**src/sv/pfdrc_pkg.sv**
```systemverilog
// ----------------------------------------------------------------------------
// pfdrc_pkg
// Shared types, request codes and helpers for the packet FIFO with duplicate
// filter and range count.
// ----------------------------------------------------------------------------
package pfdrc_pkg;

	localparam int unsigned SRC_W      = 16;
	localparam int unsigned DST_W      = 16;
	localparam int unsigned STAMP_W    = 32;
	localparam int unsigned LIMIT_W    = 7;
	localparam int unsigned COUNT_W    = 7;
	localparam int unsigned REQ_W      = 2;
	localparam int unsigned IN_DATA_W  = 128;
	localparam int unsigned OUT_DATA_W = 80;
	localparam int unsigned TALLY_GRP  = 8;
	localparam logic [LIMIT_W-1:0] LIMIT_RESET = 7'd64;

	typedef enum logic [REQ_W-1:0] {
		REQ_ADD   = 2'd0,
		REQ_FWD   = 2'd1,
		REQ_COUNT = 2'd2,
		REQ_NONE  = 2'd3
	} req_t;

	typedef struct packed {
		logic [SRC_W-1:0]   src;
		logic [DST_W-1:0]   dst;
		logic [STAMP_W-1:0] stamp;
	} pkt_t;

	typedef struct packed {
		pkt_t               pkt;
		logic [STAMP_W-1:0] lo;
		logic [STAMP_W-1:0] hi;
	} qry_t;

	typedef struct packed {
		logic shift;
		logic load;
	} cell_ctl_t;

	function automatic logic [3:0] pop8(input logic [TALLY_GRP-1:0] v);
		logic [3:0] n;
		n = '0;
		for (int i = 0; i < TALLY_GRP; i++) begin
			n = n + {3'd0, v[i]};
		end
		return n;
	endfunction

endpackage

```
**src/sv/pfdrc_tally.sv**
```systemverilog
// ----------------------------------------------------------------------------
// pfdrc_tally
// Captures the per-slot match flags and walks them in groups of eight,
// collecting the duplicate flag and the count of range hits.
// ----------------------------------------------------------------------------
module pfdrc_tally #(
	parameter int unsigned DEPTH = 64,
	parameter int unsigned CW    = 7
) (
	input  logic             clk,
	input  logic             arst_n,
	input  logic             start,
	input  logic [DEPTH-1:0] eq,
	input  logic [DEPTH-1:0] hit,
	output logic             busy,
	output logic             dup,
	output logic [CW-1:0]    cnt
);
	import pfdrc_pkg::*;

	localparam int unsigned NG = (DEPTH + TALLY_GRP - 1) / TALLY_GRP;
	localparam int unsigned PW = NG * TALLY_GRP;
	localparam int unsigned GW = (NG > 1) ? $clog2(NG) : 1;

	logic [PW-1:0] eq_q;
	logic [PW-1:0] hit_q;
	logic [GW-1:0] grp_q;
	logic          run_q;
	logic          dup_q;
	logic [CW-1:0] cnt_q;

	always_ff @(posedge clk or negedge arst_n) begin
		if (!arst_n) begin
			run_q <= 1'b0;
			grp_q <= '0;
		end else if (start) begin
			run_q <= 1'b1;
			grp_q <= '0;
		end else if (run_q) begin
			if (grp_q == GW'(NG - 1)) begin
				run_q <= 1'b0;
			end
			grp_q <= grp_q + 1'b1;
		end
	end

	always_ff @(posedge clk) begin
		if (start) begin
			eq_q  <= PW'(eq);
			hit_q <= PW'(hit);
			dup_q <= 1'b0;
			cnt_q <= '0;
		end else if (run_q) begin
			eq_q  <= eq_q >> TALLY_GRP;
			hit_q <= hit_q >> TALLY_GRP;
			dup_q <= dup_q | (|eq_q[TALLY_GRP-1:0]);
			cnt_q <= cnt_q + CW'(pop8(hit_q[TALLY_GRP-1:0]));
		end
	end

	assign busy = run_q;
	assign dup  = dup_q;
	assign cnt  = cnt_q;

endmodule
```
**config.mk**
```make
export PLATFORM = sky130hd
export DESIGN_NAME = pfdrc_tally
export DESIGN_NICKNAME = d
export VERILOG_FILES = /design/src/sv/pfdrc_pkg.sv /design/src/sv/pfdrc_tally.sv
export SDC_FILE = /design/constraint.sdc
export NUM_CORES = 1
export LEC_CHECK = 0
export ABC_AREA = 1
export BUFFER_PORTS_ARGS = -buffer_cell sky130_fd_sc_hd__buf_2
export CORE_ASPECT_RATIO = 0.8
export CORE_MARGIN = 2
export CORE_UTILIZATION = 40
export DETAILED_ROUTE_END_ITERATION = 16
export PLACE_DENSITY = 0.72
export SYNTH_ARGS = -nofsm -noshare
export SYNTH_HDL_FRONTEND = slang
export SYNTH_SLANG_ARGS = --single-unit
export TNS_END_PERCENT = 5
```
**constraint.sdc**
```tcl
create_clock -name clk -period 6.33 [get_ports clk]
set_input_delay 0.9495 -clock clk [delete_from_list [all_inputs] [get_ports clk]]
set_output_delay 0.9495 -clock clk [all_outputs]
set_load 0.02 [all_outputs]
```
==> results of run 1 <==
kinds of logic after synthesis:
family | Yosys count
buffers and inverters | 64
AO/OA/AOI/OAI | 12
adder cells (fa/ha/maj) | 13
flip-flops | 140
XOR/XNOR | 1
AND/OR/NAND/NOR | 391
power breakdown:
part	switching, uW	internal (uW)	total (uW)
logic	179	127	306
clock network	361	572	932
registers	28.1	1100	1130
total	568	1800	2370
registers in the layout (all words and copies together) (netlist names):
register  count
eq_q         64
grp_q         3
cnt           7
hit_q        64
busy          1
dup           1
worst max-delay path, stage by stage, from the launching register on:
cell and delay, ps:
edfxtp_1 390, fa_1 510, inv_1 50, fa_1 490
fa_1 430, fa_1 440, fa_1 410, inv_1 90
nand3_1 70, nand2_1 140, nand4_1 90, nand2_1 70
nor2_1 50
per-layer routing:
| layer | part of all wire (%) | routed length [um] | vias up | global-route usage [%] |
|---|---|---|---|---|
| met1 | 46 | 5210 | 1938 | 18.8 |
| met3 | 7.3 | 829 | 20 | 5.04 |
| met4 | 1.8 | 207 | 0 | 6.34 |
| met2 | 45 | 5060 | 142 | 21.3 |
| met5 | 0 | 0 | - | 0 |
| li1 | - | - | 2247 | - |
layout make-up:
cell class | count | area (um^2)
fillers | 1395 | 7570
flip-flops and latches | 140 | 4100
multi-input cells | 417 | 1760
repair buffers | 142 | 721
clock buffers | 18 | 429
well taps | 210 | 263
inverters | 35 | 134
clock inverters | 14 | 129
diodes | 1 | 2.50
metrics by stage:
step                      hold slack, ps  util [%]
after floorplan                      482         -
after global placement               480      46.2
after detailed placement             485      46.2
after CTS                            319      49.9
after global routing                 318      49.9
final                                333      49.9
path summary, 6_finish.rpt:
check                                 end  slack, ps  cells after the start
worst max-delay path               cnt[6]       3000                     12
worst min-delay path             grp_q[2]        330                      1
worst max register to register     cnt[6]       3000                     12
worst min register to register  hit_q[43]        500                      2
max in group asynchronous            busy       5860                      1
min in group clk                hit_q[43]        500                      2
placed cells by master (no fill, tap or decap), types with 2 or more instances in the layout:
master,instances
nand3_1,10
clkinv_2,6
clkinvlp_4,3
clkbuf_16,17
nor2_1,11
inv_1,33
buf_2,138
nand2_1,367
o21ai_1,3
dfxtp_1,8
a21oi_1,5
ha_1,8
fa_1,5
dfrtp_1,4
nand4_1,2
o21ai_0,3
bufinv_16,2
edfxtp_1,128
clkinv_1,2
buf_4,4
==> impl_metrics.json, run 1 <==
{
  "layout-drive-gt1-share_pct": 22.7,
  "post_layout_nonfiller_instances": 977,
  "period_minus_slack_ps": 3330,
  "numPlacedInstances": 944,
  "drc": 0,
  "grt_first_pass_wirelength_um": 17900,
  "share_of_synthesized_flip_flops_with_an_asynchronous_set_or_reset_pct": 2.86,
  "synth_compound_gate_area_share_pct": 0.988,
  "detail_route.first_pass.iterations": 5,
  "synth_seq_area_share_pct": 66.1,
  "synth_top_area_cell": "edfxtp_1",
  "pre_cts_slack_ps": 2600,
  "synth_enable_flop_cells": 128,
  "yosysMostFrequentCell": "nand2_1",
  "antenna_found_initial": 1,
  "rsz_0062_raised_after_global_routing": "no",
  "vias_in_the_first_global_route": 3947,
  "wire_length_per_cell_um": 11.6,
  "drt-total-wl_um": 11300,
  "synthTopCellsByCount": "nand2_1 (368), edfxtp_1 (128), inv_1 (33)",
  "slew_viol_final": 0,
  "number_of_buffers_inserted_by_post_cts_setup_repair": 0,
  "max-clock-path-buffers": 2,
  "drt-initial-drc-count": 261,
  "vias_per_cell": 4.45,
  "finalCritPeriodShare_pct": 52.7,
  "clk_pin_slew_worst_paths_ps": 60,
  "maxCapViolations": 0,
  "cts_buffers": 17,
  "setup-tns-final_ps": 0,
  "cts_max_level": 4,
  "synth.area.top_cells": "edfxtp_1 (62%), nand2_1 (22%), dfxtp_1 (2.6%)",
  "dr_total_vias": 4347,
  "run_status": "finished clean",
  "worstPathArrival_ps": 3640,
  "cts.hold.buffers_added": 0,
  "worst_hold_path_type": "in2async",
  "ios": 140,
  "slew_headroom_pct": 34.2,
  "finalClockSkew_ps": 8.62,
  "synth_seq_cells": 140,
  "post-route-worst-setup-slack_ps": 3000,
  "cp-end-kind": "flop",
  "floorplan.die.width_um": 143,
  "port_buffers": 139,
  "place_congestion": 0.814,
  "start_util_pct": 41.1,
  "dp.final_hpwl_um": 7420,
  "flow.area_growth_from_synthesis_pct": 21.6,
  "die_y_extent_um": 115,
  "vdd_ir_drop_max_mv": 0.182,
  "drt.antenna.violating_nets": 0,
  "synth_top_family_by_area": "simple AND/OR/NAND/NOR gates",
  "yosys.cell_types.count": 21,
  "postSynthNetCount": 765,
  "core.rowCount": 40,
  "setup_viol": 0,
  "syn_inst": 621,
  "worstSetupPathType": "reg2reg",
  "clock_latency_ps": 420,
  "final_nets": 897,
  "report.final.hold_viol_count": 0,
  "synthFlopType": "edfxtp_1",
  "num_clock_sinks": 140,
  "worstSetupStartpoint": "hit_q[0]",
  "postCtsResizedCells": 0,
  "synthSimpleGateAreaFrac_pct": 23.9,
  "die_area_um2": 16500,
  "tritoncts_clock_tree": "built",
  "netlist.area_leader.share_pct": 61.9,
  "max_clock_freq_mhz": 300,
  "post_synth.cell_area_avg_um2": 9.99,
  "gr-usage-all-layers_pct": 14.2,
  "yosys_warnings": 0,
  "syn-cell-area_um2": 6210,
  "synth-adder-area-share_pct": 3.23,
  "leakagePower_uw": 0.00382,
  "xor_xnor_fraction_of_synth_area_pct": 0.141,
  "grt_start_max_net_pins": 79,
  "crit_path_start_kind": "flop",
  "critPathRequiredTime_ps": 6640,
  "placed_area_um2": 6980,
  "timing.rr.start": "hit_q[0]",
  "worstMarginPinSlew_ps": 987,
  "design.core.area_um2": 15100,
  "stdcell_area_um2": 7540,
  "critical_path_peak_fanout": 4,
  "cts.root.buffer_cell": "clkbuf_16",
  "power_total_uw": 2370,
  "multiplexer_share_of_the_synthesized_area_pct": 0,
  "gr-total-overflow": 0,
  "power.density_cell_area_nw_per_um2": 314
}
Power figures use the tool's default switching activity.
==> inputs of run 2 (changes only) <==
ABC_AREA = 0   (was 1)
clock period = 3.3 ns   (was 6.33 ns; I/O delays follow)
==> impl_metrics.json, run 2 <==
{
  "run_status": "finished, violations left",
  "violations": "negative setup slack",
  "fill_cells": 1343,
  "num_clock_sinks": 140,
  "synthTopCellsByCount": "edfxtp_1 (128), mux2_4 (60), mux2_2 (53)",
  "vias_in_the_first_global_route": 3549,
  "ios": 140,
  "maxCapViolations": 0,
  "design.core.area_um2": 15600,
  "power_total_uw": 4860,
  "syn_inst": 355,
  "report.final.hold_viol_count": 0,
  "die_area_um2": 16900,
  "synth_top_area_cell": "edfxtp_1",
  "synth_seq_cells": 140,
  "port_buffers": 139,
  "vdd_ir_drop_max_mv": 0.352,
  "cts_max_level": 4,
  "critical_path_peak_fanout": 2,
  "slew_headroom_pct": 45.8,
  "worstMarginPinSlew_ps": 814,
  "crit_path_start_kind": "flop",
  "flow.area_growth_from_synthesis_pct": 23.4,
  "rsz_0062_raised_after_global_routing": "yes",
  "gr-usage-all-layers_pct": 13.9,
  "grt_start_max_net_pins": 93,
  "layout.cells.most_common": "buf_2",
  "grt_first_pass_wirelength_um": 17700,
  "finalClockSkew_ps": 9.65,
  "drt-initial-drc-count": 125,
  "cts_buffers": 17,
  "worst_hold_path_type": "in2reg",
  "post-route-worst-setup-slack_ps": -130,
  "drt-total-wl_um": 11300,
  "floorplan.die.width_um": 145,
  "tritoncts_clock_tree": "built",
  "layout-drive-gt1-share_pct": 57.8,
  "grt_util_met1_pct": 15.1,
  "leakagePower_uw": 0.00339,
  "dr_total_vias": 3362,
  "syn-cell-area_um2": 6350,
  "synth.area.top_cells": "edfxtp_1 (60%), mux2_4 (14%), mux2_2 (9.4%)",
  "antenna_found_initial": 3,
  "setup_viol": 2,
  "finalCritPeriodShare_pct": 104,
  "max-clock-path-buffers": 2,
  "m3_gr_usage_pct": 6.99,
  "place_congestion": 0.768,
  "netlist.area_leader.share_pct": 60.5,
  "antenna_cells": 0,
  "drc": 0,
  "synthFlopType": "edfxtp_1",
  "die_y_extent_um": 117,
  "yosys_warnings": 0,
  "post-route-util_pct": 50.1,
  "grt_busiest_layer": "met2",
  "synth_enable_flop_cells": 128,
  "yosysMostFrequentCell": "edfxtp_1",
  "power.density_cell_area_nw_per_um2": 620,
  "gr-total-overflow": 0,
  "drt.antenna.violating_nets": 0,
  "share_of_synthesized_flip_flops_with_an_asynchronous_set_or_reset_pct": 2.86,
  "hold_ws_ps": 353,
  "clock_latency_ps": 420,
  "multi_input_comb_area_um2": 2090,
  "worstSetupPathType": "reg2reg",
  "post_synth.cell_area_avg_um2": 17.9,
  "register_area_um2": 4110,
  "cts.root.buffer_cell": "clkbuf_16",
  "core.rowCount": 41,
  "slew_viol_final": 0,
  "dp.final_hpwl_um": 7540,
  "start_util_pct": 40.6,
  "detail_route.first_pass.iterations": 4,
  "period_minus_slack_ps": 3430,
  "wire_length_per_cell_um": 15.5,
  "critPathRequiredTime_ps": 3580,
  "synth_seq_area_share_pct": 64.6,
  "worstPathArrival_ps": 3710,
  "postSynthNetCount": 499,
  "number_of_buffers_inserted_by_post_cts_setup_repair": 0,
  "vias_per_cell": 4.60,
  "clk_pin_slew_worst_paths_ps": 60,
  "cp-end-kind": "flop",
  "use_met2_pct": 22.8,
  "max_clock_freq_mhz": 292,
  "pre_cts_slack_ps": -212,
  "final_nets": 647,
  "yosys.cell_types.count": 32,
  "commonest_non_fill_non_tap_cells_in_the_layout": "buf_2 (138), edfxtp_1 (128), mux2_4 (60), mux2_2 (53), clkbuf_16 (17)"
}
-- run 2: changes by cell type after synthesis, sizes merged, moves of 3 or more --
| cell | previous run | this run |
|---|---|---|
| a211oi | 0 | 4 |
| and2 | 0 | 16 |
| buf | 29 | 16 |
| inv | 35 | 11 |
| mux2 | 0 | 113 |
| nand2 | 368 | 2 |
| nand3 | 10 | 2 |
| nor2 | 11 | 14 |
| o21ai | 6 | 1 |
-- run 2: cell families (layout without fill, tap and decap cells) --
kind of cell | count (synthesis) | after routing | synth area share, %
muxes | 115 | 115 | 23.9
and+or+nand+nor | 42 | 42 | 3.58
xor gates and xnor gates | 4 | 4 | 0.551
AOI/OAI and AO/OA | 13 | 13 | 1.48
DFF | 140 | 140 | 64.6
adders and majority gates | 13 | 13 | 3.15
buffers and inverters | 28 | 189 | 2.76
-- run 2: path summary, 6_finish.rpt --
kind	start	to	slack, ps	cells after the start
setup / recovery	hit_q[2]	cnt[6]	-130	10
hold / removal	eq[59]	eq_q[59]	350	2
setup reg to reg	hit_q[2]	cnt[6]	-130	10
hold reg to reg	dup	dup	480	2
max in group asynchronous	arst_n	grp_q[2]	2770	2
min in group asynchronous	arst_n	busy	400	2
-- run 2: layout make-up --
type                       count  area share (%)
sequential                   140            52.4
multi-input combinational    187            26.7
timing repair buffer         146            9.97
clock buffer                  18            5.47
tap                          215            3.43
clock inverter                14            1.58
inverter                      11           0.527
-- run 2: metrics by stage --
step | setup TNS, ps | instance area [um^2] | std cells
after detailed placement | -437 | 7270 | 698
after global placement | -77.9 | 7270 | 698
after CTS | -277 | 7840 | 731
after global routing | -620 | 7840 | 731
after floorplan | 0 | 6360 | 355
final | -227 | 7840 | 731
-- run 2: what timing repair did --
| item | in CTS | in global routing |
|---|---|---|
| endpoints found under the hold margin | 4 | 0 |
| resized for setup | 3 | 0 |
| hold buffers | 1 | 0 |
| setup endpoints to repair | 4 | 4 |
| pin swaps | 2 | 2 |
| cloned | 0 | 0 |
-- run 2: critical path: stages, from the launching register on --
cell and delay (ps):
edfxtp_1 400, fa_1 560, inv_2 50, fa_1 510, fa_1 430, fa_2 370, fa_2 370, nand2b_4 160
a211oi_2 210, xnor2_1 170, nor2_1 60
-- run 2: per-layer routing --
| metal | wire (um) | part of all wire [%] |
|---|---|---|
| met1 | 4540 | 40 |
| met2 | 5580 | 49 |
| met3 | 1020 | 9.0 |
| met4 | 165 | 1.5 |
| met5 | 40 | 0.35 |
-- run 2: power breakdown --
| part | total, uW | switching (uW) | leakage, uW | internal [uW] |
|---|---|---|---|---|
| sequential | 2210 | 69.6 | 0.00150 | 2140 |
| clock | 1790 | 753 | 0.000264 | 1040 |
| combinational | 857 | 385 | 0.00163 | 473 |
| total | 4860 | 1210 | 0.00339 | 3650 |
==> inputs of run 3 (changes only) <==
RECOVER_POWER = 25   (was default)
==> impl_metrics.json, run 3 (same netlist as run 2, synthesis figures left out) <==
{
  "crit_path_start_kind": "flop",
  "vias_per_cell": 4.61,
  "multi_input_comb_area_um2": 1960,
  "layout-drive-gt1-share_pct": 50.8,
  "report.final.hold_viol_count": 0,
  "vdd_ir_drop_max_mv": 0.349,
  "period_minus_slack_ps": 3430,
  "finalCritPeriodShare_pct": 104,
  "worstPathArrival_ps": 3710,
  "detail_route.first_pass.iterations": 4,
  "leakagePower_uw": 0.00325,
  "numPlacedInstances": 698,
  "violations": "negative setup slack",
  "grt_first_pass_wirelength_um": 17700,
  "crit_slowest_cell": "fa_1",
  "die_y_extent_um": 117,
  "dr_total_vias": 3369,
  "drt-total-wl_um": 11500,
  "drt-initial-drc-count": 129,
  "max-clock-path-buffers": 2,
  "flow.area_growth_from_synthesis_pct": 21.3,
  "antenna_found_initial": 3,
  "drc": 0,
  "gr-usage-all-layers_pct": 13.9,
  "place_congestion": 0.768,
  "core.rowCount": 41,
  "setup-tns-final_ps": -226,
  "commonest_non_fill_non_tap_cells_in_the_layout": "buf_2 (137), edfxtp_1 (128), mux2_2 (53), mux2_1 (35), mux2_4 (25)",
  "cp-end-kind": "flop",
  "post-route-worst-setup-slack_ps": -130,
  "stdcell_area_um2": 7710,
  "cell_internal_pwr_uw": 3620,
  "cpMostUsedCell": "fa_1",
  "wire_length_per_cell_um": 15.7,
  "critPathRequiredTime_ps": 3580,
  "hold_ws_ps": 354,
  "clock_latency_ps": 420,
  "max_clock_freq_mhz": 292,
  "tritoncts_clock_tree": "built",
  "dp.final_hpwl_um": 7540,
  "maxCapViolations": 0,
  "layout.cells.most_common": "buf_2",
  "p_comb_share_pct": 17.0,
  "power.density_cell_area_nw_per_um2": 626,
  "number_of_buffers_inserted_by_post_cts_setup_repair": 0,
  "placed_area_um2": 7270,
  "slew_headroom_pct": 45.7,
  "drt.antenna.violating_nets": 0,
  "post_layout_nonfiller_instances": 731,
  "start_util_pct": 40.6,
  "cts_buffers": 17,
  "clk_pin_slew_worst_paths_ps": 60,
  "worstSetupPathType": "reg2reg",
  "grt_start_max_net_pins": 93,
  "ios": 140,
  "register_area_um2": 4110,
  "setup_viol": 2,
  "power.switching_fraction_pct": 25.0,
  "timing.critical_path.slowest_cell_delay_ps": 560,
  "cts.root.buffer_cell": "clkbuf_16",
  "worstMarginPinSlew_ps": 814,
  "die_area_um2": 16900,
  "critical_path_peak_fanout": 2,
  "worstPathCellList": "fa_1 -> inv_2 -> fa_1 -> fa_1 -> fa_2 -> fa_2 -> nand2b_4 -> a211oi_2 -> xnor2_1 -> nor2_1",
  "cts_max_level": 4,
  "seq_power_share_pct": 45.8,
  "worst_hold_path_type": "in2reg",
  "vias_in_the_first_global_route": 3549,
  "fill_cells": 1371,
  "rsz_0062_raised_after_global_routing": "yes",
  "final_nets": 647,
  "gr-total-overflow": 0,
  "p_switching_uw": 1210,
  "run_status": "finished, violations left",
  "post-route-util_pct": 49.3,
  "design.core.area_um2": 15600,
  "finalClockSkew_ps": 9.96,
  "port_buffers": 139,
  "slew_viol_final": 0,
  "num_clock_sinks": 140,
  "power.share.clock_pct": 37.1,
  "floorplan.die.width_um": 145,
  "antenna_cells": 0
}
[run 3: cell count changes in the layout (fill, tap and decap cells not counted)]
cell,before,now
mux2_1,0,35
and2_0,0,8
mux2_4,60,25
buf_2,138,137
clkbuf_1,1,2
and2_1,16,8
[run 3: power by group through the flow]
stage | combinational [uW] | clock, uW | sequential [uW]
after floorplan | 560 | 0 | 2260
after global placement | 757 | 0 | 2240
after detailed placement | 821 | 0 | 2250
after CTS | 866 | 1830 | 2220
after global routing | 901 | 1900 | 2230
final | 821 | 1790 | 2210
[run 3: per-layer routing]
metal  track usage (%)  wire [um]
met2              22.8       5540
met4              6.93        165
met5                 0         34
met3              6.99       1030
met1              15.1       4700
[run 3: worst paths after layout]
kind                          start        to  slack, ps  depth (start not counted)
min in group asynchronous    arst_n      busy        430                          2
setup reg to reg           hit_q[2]    cnt[6]       -130                         10
hold / removal               eq[60]  eq_q[60]        350                          2
hold reg to reg                 dup       dup        480                          2
setup / recovery           hit_q[2]    cnt[6]       -130                         10
max in group asynchronous    arst_n  grp_q[2]       2690                          2
[run 3: worst max-delay path: cells and delay by family, from the launching register on]
family,cells,cell delay [ps]
buffers and inverters,1,50
AND/OR/NAND/NOR,2,220
XOR/XNOR,1,170
adder cells (fa/ha/maj),5,2240
flip-flops,1,400
AO/OA/AOI/OAI,1,210
[run 3: final cells by class]
cell class                 instances  area share [%]
tap                              215            3.49
clock inverter                    14            1.61
clock buffer                      18            5.57
sequential                       140            53.3
multi-input combinational        187            25.4
inverter                          11           0.536
timing repair buffer             146            10.1
[run 3: repair_timing]
| item | CTS | global route |
|---|---|---|
| hold buffers | 1 | 0 |
| pin swaps | 2 | 2 |
| resized for setup | 3 | 0 |
| setup endpoints to repair | 4 | 4 |
| endpoints found under the hold margin | 4 | 0 |
| gates cloned | 0 | 0 |
[run 3: through the flow]
stage	setup WS, ps	power, uW
global route	-228	5040
global placement	-40.0	3000
detailed placement	-212	3070
finish	-130	4830
floorplan	43.9	2820
CTS	-162	4920
