**src/sv/pfdrc_pkg.sv**
```systemverilog
// ----------------------------------------------------------------------------
// pfdrc_pkg
// Shared types, request codes and helpers for the packet FIFO with duplicate
// filter and range count.
// ----------------------------------------------------------------------------
package pfdrc_pkg;

	localparam int unsigned SRC_W      = 16;
	localparam int unsigned DST_W      = 16;
	localparam int unsigned STAMP_W    = 32;
	localparam int unsigned LIMIT_W    = 7;
	localparam int unsigned COUNT_W    = 7;
	localparam int unsigned REQ_W      = 2;
	localparam int unsigned IN_DATA_W  = 128;
	localparam int unsigned OUT_DATA_W = 80;
	localparam int unsigned TALLY_GRP  = 8;
	localparam logic [LIMIT_W-1:0] LIMIT_RESET = 7'd64;

	typedef enum logic [REQ_W-1:0] {
		REQ_ADD   = 2'd0,
		REQ_FWD   = 2'd1,
		REQ_COUNT = 2'd2,
		REQ_NONE  = 2'd3
	} req_t;

	typedef struct packed {
		logic [SRC_W-1:0]   src;
		logic [DST_W-1:0]   dst;
		logic [STAMP_W-1:0] stamp;
	} pkt_t;

	typedef struct packed {
		pkt_t               pkt;
		logic [STAMP_W-1:0] lo;
		logic [STAMP_W-1:0] hi;
	} qry_t;

	typedef struct packed {
		logic shift;
		logic load;
	} cell_ctl_t;

	function automatic logic [3:0] pop8(input logic [TALLY_GRP-1:0] v);
		logic [3:0] n;
		n = '0;
		for (int i = 0; i < TALLY_GRP; i++) begin
			n = n + {3'd0, v[i]};
		end
		return n;
	endfunction

endpackage

```
**src/sv/pfdrc_cell.sv**
```systemverilog
// ----------------------------------------------------------------------------
// pfdrc_cell
// One packet slot of the queue. Takes its neighbor's packet on a pop, loads a
// new packet at its position, and compares itself against the current query.
// ----------------------------------------------------------------------------
module pfdrc_cell #(
	parameter int unsigned IDX = 0,
	parameter int unsigned OW  = 7
) (
	input  logic               clk,
	input  pfdrc_pkg::cell_ctl_t ctl,
	input  logic [OW-1:0]      wr_pos,
	input  pfdrc_pkg::pkt_t    din,
	input  pfdrc_pkg::pkt_t    nbr,
	input  pfdrc_pkg::qry_t    qry,
	input  logic [OW-1:0]      occ,
	output pfdrc_pkg::pkt_t    ent,
	output logic               eq,
	output logic               hit
);
	import pfdrc_pkg::*;

	pkt_t ent_q;
	logic here;
	logic used;

	assign here = ctl.load && (wr_pos == OW'(IDX));
	assign used = OW'(IDX) < occ;

	always_ff @(posedge clk) begin
		if (here) begin
			ent_q <= din;
		end else if (ctl.shift) begin
			ent_q <= nbr;
		end
	end

	assign ent = ent_q;
	assign eq  = used && (ent_q == qry.pkt);
	assign hit = used && (ent_q.dst == qry.pkt.dst) &&
		(ent_q.stamp >= qry.lo) && (ent_q.stamp <= qry.hi);

endmodule

```
**config.mk**
```make
export PLATFORM = sky130hd
export DESIGN_NAME = pfdrc_cell
export DESIGN_NICKNAME = d
export VERILOG_FILES = /design/src/sv/pfdrc_pkg.sv /design/src/sv/pfdrc_cell.sv
export SDC_FILE = /design/constraint.sdc
export NUM_CORES = 1
export LEC_CHECK = 0
export ABC_AREA = 1
export BUFFER_PORTS_ARGS = -buffer_cell sky130_fd_sc_hd__buf_2
export CAP_MARGIN = 20
export CORE_AREA = 8 8 126 128
export DETAILED_ROUTE_END_ITERATION = 7
export DIE_AREA = 0 0 134 136
export GPL_ROUTABILITY_DRIVEN = 0
export GPL_TIMING_DRIVEN = 0
export PLACE_DENSITY = 0.71
export SLEW_MARGIN = 40
export SYNTH_ARGS = -nofsm -noshare
export SYNTH_HDL_FRONTEND = slang
export SYNTH_SLANG_ARGS = --single-unit
```
**constraint.sdc**
```tcl
create_clock -name clk -period 5.3 [get_ports clk]
set_input_delay 1.06 -clock clk [delete_from_list [all_inputs] [get_ports clk]]
set_output_delay 1.06 -clock clk [all_outputs]
set_load 0.02 [all_outputs]
```
==> impl_summary.log, run 1 <==
[metrics] run status: complete, no violations
[metrics] floorplan core area: 0.01404 mm²
[metrics] ant diodes: 0
[metrics] top_reg_cell synth: sky130_fd_sc_hd__edfxtp_1
[metrics] initial standard-cell utilization of the core: 38.81%
[metrics] DP HPWL: 16,730 µm
[metrics] Setup Viol. Count Final: 0
[metrics] Syn Inst Count: 556
[metrics] combinational family with the most area after synthesis: multiplexers
[metrics] cell class contributing the biggest share of worst-path delay: simple AND/OR/NAND/NOR gates
[metrics] clock transition at the registers of the reported paths: 0.06 ns
[metrics] number of buffers inserted during clock tree synthesis: 9
[metrics] hold path depth: 2
[metrics] Die Y-Extent: 136 µm
[metrics] I/O Buffers: 338
[metrics] antenna viol nets, final: 0
[metrics] post-synth net total: 893
[metrics] worst voltage drop across the vdd grid: 0.1707 mV
[metrics] xor/xnor cell area share of the yosys netlist: 8.037%
[metrics] Post-CTS Setup Bufs: 0
[metrics] I/O pins: 339
[metrics] total power: 1.763 mW
[metrics] vias in the first global route: 5,333
[metrics] CP peak stage delay: 0.28 ns
[metrics] Worst setup EP type: primary output
[metrics] list of cells traversed by the critical path: buf_2 -> inv_1 -> ha_1 -> nand2_1 -> nor2_1 -> and2_1 -> nor2_1 -> nand2_1 -> nand2_1 -> nand2_1 -> nand2_1 -> nand2_1 -> nand2_1 -> nor2_1 -> buf_2
[metrics] Util after Layout: 54.98%
[metrics] unrepaired setup endpoints after global routing: false
[metrics] hold buffer count at CTS: 0
[metrics] sequential share of the synthesized area: 35.27%
[metrics] post-synth top area cell: sky130_fd_sc_hd__edfxtp_1
[metrics] fraction of synthesized area in multiplexers: 16.60%
[metrics] worst min path class: input pin to register
[metrics] TritonCTS clock tree: done
[metrics] worst-path cell with the longest stage delay: sky130_fd_sc_hd__ha_1
[metrics] number of nets at the end of the flow: 1,243
[metrics] type of element launching the critical path: input pin
[metrics] Hold Violations, Final: 0
[metrics] hold path startpoint: din[24]
[metrics] largest net degree at the start of global routing: 42
[metrics] wirelength, routed: 18,960 µm
[metrics] share of flip-flops with an asynchronous set or reset: 0%
[metrics] clk sinks: 64
[metrics] Area Overhead vs Synth: 41.65%
[metrics] Rel. slew slack: 71.71%
[metrics] Leak: 4.211 nW
[metrics] fraction of post-synthesis cell area in the top cell type by area: 35.27%
[metrics] number of gates on the worst path with buffers counted: 15
[metrics] Row Count: 44
[metrics] H-tree depth: 3
[metrics] synthesized-area fraction occupied by adder cells: 14.70%
[metrics] number of flip-flops under the largest register name: 64
[metrics] Max Cap Violations: 0
[metrics] Starting DRT DRC Count: 178
[metrics] number of slew-limit violations in the final report: 0
[metrics] final routed DRC violation total: 0
[metrics] Die X: 134 µm
[metrics] Fin Setup TNS: 0 ns
[metrics] root cell of the clock tree: sky130_fd_sc_hd__clkbuf_16
[metrics] Worst Hold End: ent[24]
[metrics] routed via count: 5,001
[metrics] GRT Util Overall: 20.43%
[metrics] count of flip-flops with a built-in enable after synthesis: 64
[metrics] post-route clock period utilization: 67.07%
[metrics] First-pass DRT Iterations: 4
[metrics] complex-gate fraction of the synthesized area: 5.075%
[metrics] flip-flop and latch count after synthesis: 64
[metrics] post-cts repair resize count: 0
[metrics] Worst Path Arrival: 2.49 ns
[metrics] average via count per standard cell: 4.567
[metrics] critical path's most frequent cell: sky130_fd_sc_hd__nand2_1
[metrics] slew of the pin with the lowest slew margin: 0.4211 ns
[metrics] per-instance average area after synthesis: 9.800 µm²
[metrics] most frequent cells after synthesis: sky130_fd_sc_hd__inv_1 (95), sky130_fd_sc_hd__nand2_1 (95), sky130_fd_sc_hd__edfxtp_1 (64), sky130_fd_sc_hd__ha_1 (64), sky130_fd_sc_hd__mux2_4 (49)
[metrics] wire length of the first global-routing pass: 28,220 µm
[metrics] min Tclk post-route: 3.555 ns
[metrics] Crit path required time: 4.24 ns
[metrics] detailed-route wire length per cell: 17.31 µm
[metrics] area of all placed cells without fillers: 0.007719 mm²
[metrics] critical path start-end classification: input pin to primary output
[metrics] power density over the cells: 228.4 mW/mm²
[metrics] Longest Clk Path Bufs: 2
[metrics] initial antenna violation count: 0
[metrics] top fanout value on the critical path: 2
[metrics] number of warnings printed during yosys synthesis: 0
[metrics] area of the die: 0.01822 mm²
[metrics] Mapped Area: 0.005449 mm²
[metrics] number of distinct library cells after synthesis: 26
[metrics] maximum achievable frequency: 281.3 MHz
[metrics] simple logic cell fraction of the synthesized area: 12.51%
[metrics] Bufs and invs on worst path: 3
[metrics] top post-synthesis cells by area: sky130_fd_sc_hd__edfxtp_1 (35%), sky130_fd_sc_hd__ha_1 (15%), sky130_fd_sc_hd__mux2_4 (14%)
[metrics] placed inst area: 0.007398 mm²
[metrics] grt ovf: 0
[metrics] ratio of cells with drive above 1 in the final layout: 47.31%
-- logic make-up (layout without fill, tap and decap cells) --
group,count (synthesis),after routing
and+or+nand+nor,162,162
buffers and inverters,102,457
adders and majority gates,64,64
muxes,64,64
DFF,64,64
AOI/OAI and AO/OA,50,50
xor gates and xnor gates,50,50
-- report_power, final --
part	switching [mW]	total, mW	internal (mW)	leakage (nW)
registers	0.0462	0.653	0.606	0.627
logic	0.233	0.461	0.227	3.43
clock network	0.237	0.649	0.412	0.156
total	0.516	1.76	1.25	4.21
-- routing by layer --
layer / wire length (µm) / up-vias / global-route usage [%]
met4: 303 / 0 / 6.675
met3: 1491 / 19 / 5.691
li1: - / 2578 / -
met1: 7569 / 2216 / 23.27
met2: 9590 / 188 / 36.25
met5: 0 / - / 0
-- metrics by stage --
step / std cells / setup WS, ns / hold slack (ns)
6_report: 1095 / 1.745 / 1.023
2_1_floorplan: 556 / 1.727 / 1.277
4_1_cts: 1095 / 1.729 / 1.006
3_3_place_gp: 1078 / 0.7509 / 1.360
5_1_grt: 1095 / 1.574 / 1.011
3_5_place_dp: 1079 / 1.734 / 1.363
-- layout make-up --
cell class / instances / area [µm²]
Buffer: 7 / 68.82
Clock buffer: 9 / 225.2
Clock inverter: 7 / 95.09
Fill cell: 1359 / 6320
Inverter: 95 / 356.6
Multi-Input combinational cell: 390 / 3109
Sequential cell: 64 / 1922
Tap cell: 184 / 230.2
Timing Repair Buffer: 339 / 1712
-- how the worst max path moves through the flow --
stage | endpoint | slack [ns] | from
detailed placement | hit | 1.73 | qry[39]
floorplan | ent[0] | 1.73 | wr_pos[1]
finish | hit | 1.75 | qry[39]
global placement | ent[24] | 0.75 | wr_pos[1]
global route | hit | 1.57 | qry[39]
CTS | hit | 1.73 | qry[39]
-- layout by cell type (no fill, tap or decap), types with 3 or more instances in the layout --
| cell type | netlist | routed |
|---|---|---|
| sky130_fd_sc_hd__buf_6 | 5 | 5 |
| sky130_fd_sc_hd__mux2_4 | 49 | 49 |
| sky130_fd_sc_hd__nor3_1 | 13 | 13 |
| sky130_fd_sc_hd__nand4_1 | 10 | 10 |
| sky130_fd_sc_hd__buf_2 | 1 | 339 |
| sky130_fd_sc_hd__nor2_1 | 29 | 29 |
| sky130_fd_sc_hd__nand2_1 | 95 | 94 |
| sky130_fd_sc_hd__o22ai_1 | 4 | 4 |
| sky130_fd_sc_hd__inv_1 | 95 | 95 |
| sky130_fd_sc_hd__mux2_2 | 15 | 15 |
| sky130_fd_sc_hd__xnor2_1 | 35 | 35 |
| sky130_fd_sc_hd__xor2_1 | 15 | 15 |
| sky130_fd_sc_hd__clkbuf_16 | 0 | 9 |
| sky130_fd_sc_hd__or2_2 | 4 | 4 |
| sky130_fd_sc_hd__o21a_1 | 3 | 3 |
| sky130_fd_sc_hd__nand3_1 | 6 | 6 |
| sky130_fd_sc_hd__ha_1 | 64 | 64 |
| sky130_fd_sc_hd__a21oi_1 | 30 | 30 |
| sky130_fd_sc_hd__edfxtp_1 | 64 | 64 |
| sky130_fd_sc_hd__o21ai_0 | 9 | 9 |
Power figures use the tool's default switching activity.
==> run 2: changes to the inputs <==
--- a/config.mk
+++ b/config.mk
@@ -8,12 +8,12 @@
 export ABC_AREA = 1
 export BUFFER_PORTS_ARGS = -buffer_cell sky130_fd_sc_hd__buf_2
 export CAP_MARGIN = 20
-export CORE_AREA = 8 8 126 128
+export CORE_AREA = 8 8 124 126
 export DETAILED_ROUTE_END_ITERATION = 7
-export DIE_AREA = 0 0 134 136
+export DIE_AREA = 0 0 132 134
 export GPL_ROUTABILITY_DRIVEN = 0
 export GPL_TIMING_DRIVEN = 0
-export PLACE_DENSITY = 0.71
+export PLACE_DENSITY = 0.73
 export SLEW_MARGIN = 40
 export SYNTH_ARGS = -nofsm -noshare
 export SYNTH_HDL_FRONTEND = slang
==> constraint.sdc (replaced) <==
create_clock -name clk -period 3.66 [get_ports clk]
set_input_delay 0.732 -clock clk [delete_from_list [all_inputs] [get_ports clk]]
set_output_delay 0.732 -clock clk [all_outputs]
set_load 0.02 [all_outputs]
==> impl_summary.log, run 2 (synthesis gave the netlist of run 1 again) <==
[metrics] root cell of the clock tree: sky130_fd_sc_hd__clkbuf_16
[metrics] number of buffers inserted during clock tree synthesis: 9 (unchanged)
[metrics] Rel. slew slack: 75.68% (+4.0 points)
[metrics] Hold Violations, Final: 0 (unchanged)
[metrics] vias in the first global route: 5,401 (+1.3%)
[metrics] non-filler instance count after layout: 1,092 (-0.27%)
[metrics] power density over the cells: 324.8 mW/mm² (+42%)
[metrics] Fin Setup TNS: 0 ns (unchanged)
[metrics] unrepaired setup endpoints after global routing: false
[metrics] placed inst area: 0.007393 mm² (about the same)
[metrics] GRT Util Overall: 20.99% (+0.56 points)
[metrics] Starting DRT DRC Count: 138 (-22%)
[metrics] type of element launching the critical path: register
[metrics] wire length of the first global-routing pass: 28,520 µm (+1.1%)
[metrics] Leak: 4.194 nW (-0.41%)
[metrics] final routed DRC violation total: 0 (unchanged)
[metrics] min Tclk post-route: 2.942 ns
[metrics] average via count per standard cell: 4.654 (+1.9%)
[metrics] area of the die: 0.01769 mm² (-2.9%)
[metrics] critical path start-end classification: register to primary output
[metrics] Util after Layout: 57.02% (+2.0 points)
[metrics] initial standard-cell utilization of the core: 40.35% (+1.5 points)
[metrics] Worst Path Arrival: 2.21 ns (-0.28 ns)
[metrics] most frequent cells in the layout: sky130_fd_sc_hd__buf_2 (339), sky130_fd_sc_hd__inv_1 (95), sky130_fd_sc_hd__nand2_1 (94)
[metrics] post-route clock period utilization: 80.39%
[metrics] I/O pins: 339 (unchanged)
[metrics] wirelength, routed: 19,300 µm (+1.8%)
[metrics] number of slew-limit violations in the final report: 0 (unchanged)
[metrics] Post-Place Worst Slack: 0.7287 ns (-1.005 ns)
[metrics] Worst Hold End: ent[40]
[metrics] post-cts repair resize count: 0 (unchanged)
[metrics] Die X: 132 µm (-1.5%)
[metrics] Worst setup EP type: primary output
[metrics] clk sinks: 64 (unchanged)
[metrics] Crit path required time: 2.93 ns (-1.31 ns)
[metrics] TritonCTS clock tree: done
[metrics] clock transition at the registers of the reported paths: 0.06 ns (about the same)
[metrics] routed via count: 5,082 (+1.6%)
[metrics] maximum achievable frequency: 339.9 MHz
[metrics] # placed instances: 1,075 (-0.37%)
[metrics] most common cell after layout, fill and taps aside: sky130_fd_sc_hd__buf_2
[metrics] number of flip-flops under the largest register name: 64 (unchanged)
[metrics] Area Overhead vs Synth: 41.31%
[metrics] total power: 2.501 mW (+42%)
[metrics] initial antenna violation count: 1 (+1)
[metrics] hold path depth: 2 (unchanged)
[metrics] worst min path class: input pin to register
[metrics] floorplan core area: 0.01350 mm² (-3.8%)
[metrics] ratio of cells with drive above 1 in the final layout: 47.31% (unchanged)
[metrics] H-tree depth: 3 (unchanged)
[metrics] hold path startpoint: nbr[40]
[metrics] grt ovf: 0 (unchanged)
[metrics] run status: complete, no violations
[metrics] top fanout value on the critical path: 4 (+2)
[metrics] Max Cap Violations: 0 (unchanged)
[metrics] worst voltage drop across the vdd grid: 0.2482 mV (+45%)
[metrics] antenna viol nets, final: 0 (unchanged)
[metrics] area of all placed cells without fillers: 0.007700 mm² (-0.24%)
[metrics] I/O Buffers: 338 (unchanged)
[metrics] First-pass DRT Iterations: 4 (unchanged)
[metrics] Post-CTS Setup Bufs: 0 (unchanged)
[metrics] hold buffer count at CTS: 0 (unchanged)
[metrics] Row Count: 43 (-2.3%)
[metrics] Die Y-Extent: 134 µm (-1.5%)
[metrics] number of nets at the end of the flow: 1,243 (unchanged)
[metrics] Setup Viol. Count Final: 0 (unchanged)
[metrics] worst-case hold slack: 0.6963 ns (-0.3266 ns)
[metrics] post-layout worst setup margin: 0.7178 ns (-1.028 ns)
[metrics] Longest Clk Path Bufs: 2 (unchanged)
[metrics] DP HPWL: 17,030 µm (+1.8%)
[metrics] largest net degree at the start of global routing: 42 (unchanged)
[metrics] slew of the pin with the lowest slew margin: 0.3645 ns (-0.05664 ns)
[metrics] startpoint of the worst setup timing path: ent[23]
[metrics] detailed-route wire length per cell: 17.67 µm (+2.1%)
==> run 2: how the worst max path moves through the flow <==
stage                     slack (ns)      end
final                           0.72      hit
after CTS                       0.66      hit
after global routing            0.57      hit
after floorplan                 0.41   ent[0]
after detailed placement        0.73      hit
after global placement         -0.52  ent[18]
==> run 2: cell type report <==
class	instances	area, µm²
well taps	180	225.2
flip-flops and latches	64	1922
clock buffers	9	225.2
diodes	1	2.502
fillers	1233	5804
clock inverters	7	78.83
inverters	95	356.6
multi-input cells	390	3109
plain buffers	7	68.82
repair buffers	339	1712
==> run 2: per-layer routing <==
metal	up-vias	GRT usage (%)	part of all wire, %
met5	-	0	0
met4	0	7.658	2.3
met3	27	6.470	7.2
met2	199	38.02	51
met1	2282	22.57	40
li1	2574	-	-
==> run 2: where the power goes <==
part | internal, mW | leakage [nW] | switching [mW] | total (mW)
Combinational | 0.330 | 3.43 | 0.343 | 0.673
Sequential | 0.878 | 0.627 | 0.0677 | 0.946
Clock | 0.533 | 0.139 | 0.349 | 0.883
Total | 1.74 | 4.19 | 0.760 | 2.50
==> run 2: worst max-delay path, stage by stage (launching register included) <==
cell and delay (ns):
sky130_fd_sc_hd__edfxtp_1 0.52, sky130_fd_sc_hd__ha_1 0.35, sky130_fd_sc_hd__nand2_1 0.07, sky130_fd_sc_hd__nor2_1 0.17, sky130_fd_sc_hd__nand4_1 0.11, sky130_fd_sc_hd__nor2_1 0.19
sky130_fd_sc_hd__and3b_1 0.18, sky130_fd_sc_hd__a21oi_1 0.04, sky130_fd_sc_hd__nor2_1 0.08, sky130_fd_sc_hd__buf_2 0.18
==> run 3: changes to the inputs <==
--- a/config.mk
+++ b/config.mk
@@ -8,12 +8,12 @@
 export ABC_AREA = 1
 export BUFFER_PORTS_ARGS = -buffer_cell sky130_fd_sc_hd__buf_2
 export CAP_MARGIN = 20
-export CORE_AREA = 8 8 124 126
+export CORE_MARGIN = 8
+export CORE_UTILIZATION = 40
 export DETAILED_ROUTE_END_ITERATION = 7
-export DIE_AREA = 0 0 132 134
 export GPL_ROUTABILITY_DRIVEN = 0
 export GPL_TIMING_DRIVEN = 0
-export PLACE_DENSITY = 0.73
+export PLACE_DENSITY = 0.75
 export SLEW_MARGIN = 40
 export SYNTH_ARGS = -nofsm -noshare
 export SYNTH_HDL_FRONTEND = slang
==> constraint.sdc (replaced) <==
create_clock -name clk -period 2.7 [get_ports clk]
set_input_delay 0.54 -clock clk [delete_from_list [all_inputs] [get_ports clk]]
set_output_delay 0.54 -clock clk [all_outputs]
set_load 0.02 [all_outputs]
==> impl_summary.log, run 3 (synthesis gave the netlist of run 1 again) <==
[metrics] run status: complete, no violations
[metrics] unrepaired setup endpoints after global routing: true
[metrics] hold path depth: 2 (unchanged)
[metrics] worst-path cell with the longest stage delay: sky130_fd_sc_hd__edfxtp_1
[metrics] cell-internal power: 2.567 mW (+47%)
[metrics] wirelength, routed: 19,820 µm (+2.7%)
[metrics] worst min path class: input pin to register
[metrics] grt ovf: 0 (unchanged)
[metrics] average via count per standard cell: 4.743 (+1.9%)
[metrics] hold buffer count at CTS: 0 (unchanged)
[metrics] list of cells traversed by the critical path: ha_1 -> nand2_1 -> nor2_1 -> nand4_1 -> and3b_1 -> a21oi_1 -> nor2_1 -> buf_4
[metrics] First-pass DRT Iterations: 5 (+1)
[metrics] wire length of the first global-routing pass: 29,130 µm (+2.1%)
[metrics] DP HPWL: 16,930 µm (-0.59%)
[metrics] post-route clock period utilization: 99.12%
[metrics] # placed instances: 1,070 (-0.47%)
[metrics] area of the die: 0.01761 mm² (-0.42%)
[metrics] Hold Violations, Final: 0 (unchanged)
[metrics] Die X: 132.7 µm (+0.54%)
[metrics] Util after Layout: 59.45% (+2.4 points)
[metrics] vias in the first global route: 5,533 (+2.4%)
[metrics] I/O Buffers: 338 (unchanged)
[metrics] Row Count: 42 (-2.3%)
[metrics] switching power: 1.038 mW (+37%)
[metrics] part of the total power dissipated in sequential elements: 35.5% (-2.3 points)
[metrics] final routed DRC violation total: 0 (unchanged)
[metrics] critical path start-end classification: register to primary output
[metrics] number of nets at the end of the flow: 1,255 (+0.97%)
[metrics] cell class contributing the biggest share of worst-path delay: simple AND/OR/NAND/NOR gates
[metrics] antenna viol nets, final: 0 (unchanged)
[metrics] number of buffers inserted during clock tree synthesis: 9 (unchanged)
[metrics] proportion of power drawn by combinational gates: 26.5% (-0.4 points)
[metrics] Worst Path Arrival: 2.14 ns (-0.07 ns)
[metrics] number of flip-flops under the largest register name: 64 (unchanged)
[metrics] initial antenna violation count: 3 (+2)
[metrics] Bufs and invs on worst path: 1 (unchanged)
[metrics] min Tclk post-route: 2.676 ns
[metrics] detailed-route wire length per cell: 18.00 µm (+1.8%)
[metrics] TritonCTS clock tree: done
[metrics] Leak: 4.279 nW (+2.0%)
[metrics] Worst setup EP type: primary output
[metrics] Longest Clk Path Bufs: 2 (unchanged)
[metrics] Worst Hold End: ent[51]
[metrics] Die Y-Extent: 132.7 µm (-0.96%)
[metrics] critical path's most frequent cell: sky130_fd_sc_hd__nor2_1
[metrics] most frequent cells in the layout: sky130_fd_sc_hd__buf_2 (337), sky130_fd_sc_hd__inv_1 (95), sky130_fd_sc_hd__nand2_1 (92)
[metrics] non-filler instance count after layout: 1,101 (+0.82%)
[metrics] floorplan core area: 0.01330 mm² (-1.5%)
[metrics] worst voltage drop across the vdd grid: 0.3345 mV (+35%)
[metrics] GRT Util Overall: 21.59% (+0.60 points)
[metrics] routed via count: 5,222 (+2.8%)
[metrics] slew of the pin with the lowest slew margin: 0.5247 ns (+0.1602 ns)
[metrics] power density over the cells: 456.0 mW/mm² (+40%)
[metrics] maximum achievable frequency: 373.7 MHz
[metrics] I/O pins: 339 (unchanged)
[metrics] clock network fraction of total power: 38.0% (+2.7 points)
[metrics] clk sinks: 64 (unchanged)
[metrics] Rel. slew slack: 65.02% (-11 points)
[metrics] clock transition at the registers of the reported paths: 0.06 ns (about the same)
[metrics] type of element launching the critical path: register
[metrics] switch share: 28.79% (-1.6 points)
[metrics] Starting DRT DRC Count: 207 (+50%)
[metrics] number of gates on the worst path with buffers counted: 8 (-1)
[metrics] worst-case hold slack: 0.4976 ns (-0.1987 ns)
[metrics] top fanout value on the critical path: 4 (unchanged)
[metrics] initial standard-cell utilization of the core: 40.98% (+0.63 points)
[metrics] hold path startpoint: nbr[51]
[metrics] number of slew-limit violations in the final report: 0 (unchanged)
[metrics] Max Cap Violations: 0 (unchanged)
[metrics] CP peak stage delay: 0.51 ns (about the same)
[metrics] Setup Viol. Count Final: 0 (unchanged)
[metrics] total power: 3.605 mW (+44%)
[metrics] Crit path required time: 2.16 ns (-0.77 ns)
[metrics] Area Overhead vs Synth: 45.05%
[metrics] most common cell after layout, fill and taps aside: sky130_fd_sc_hd__buf_2
[metrics] root cell of the clock tree: sky130_fd_sc_hd__clkbuf_16
[metrics] H-tree depth: 3 (unchanged)
[metrics] ratio of cells with drive above 1 in the final layout: 49.30% (+2.0 points)
[metrics] largest net degree at the start of global routing: 65 (+55%)
==> run 3: changes by cell type in the layout (fill, tap and decap cells not counted), sizes merged <==
cell	previous run	this run
bufinv	1	3
buf	346	358
clkinv	1	2
clkinvlp	3	1
diode	1	2
inv	97	96
==> run 3: worst max-delay path by stage <==
stage | start | slack [ns] | endpoint
2_1_floorplan | wr_pos[1] | 0.28 | ent[0]
3_3_place_gp | wr_pos[1] | -0.32 | ent[26]
3_5_place_dp | qry[31] | 0.13 | hit
4_1_cts | ent[5] | 0.001 | hit
5_1_grt | ent[4] | -0.11 | hit
6_report | ent[5] | 0.02 | hit
==> run 3: final cells by class <==
cell class	count	area [µm²]
Fill cell	1164	5391
Multi-Input combinational cell	390	3189
Sequential cell	64	1922
Timing Repair Buffer	351	1798
Inverter	95	356.6
Clock buffer	9	225.2
Tap cell	176	220.2
Clock inverter	7	118.9
Buffer	7	68.82
Antenna cell	2	5.005
==> run 3: through the flow <==
step                      cell area, µm²  setup slack [ns]  setup TNS, ns
final                               7904           0.02378              0
after detailed placement            7377            0.1289              0
after CTS                           7754          0.001118              0
after global routing                7904           -0.1075        -0.1137
after floorplan                     5451            0.2804              0
after global placement              7363           -0.3222         -20.24
==> run 3: power by group through the flow <==
stage / logic, mW / registers, mW / clock network [mW]
floorplan: 0.418 / 1.38 / 0
global placement: 0.885 / 1.30 / 0
detailed placement: 0.912 / 1.30 / 0
CTS: 0.930 / 1.28 / 1.38
global route: 1.07 / 1.29 / 1.42
finish: 0.956 / 1.28 / 1.37
==> run 3: what timing repair did <==
action,4_1_cts,5_1_grt
pin swaps,1,5
resized for setup,4,13
endpoints found under the setup margin,1,2
setup buffers,3,10
==> run 3: metal layers <==
layer	global-route usage [%]	vias to the layer above	part of all wire [%]
met4	8.833	2	2.7
met5	0	-	0.061
met2	39.04	220	51
met1	23.34	2367	39
li1	-	2602	-
met3	5.753	31	7.2
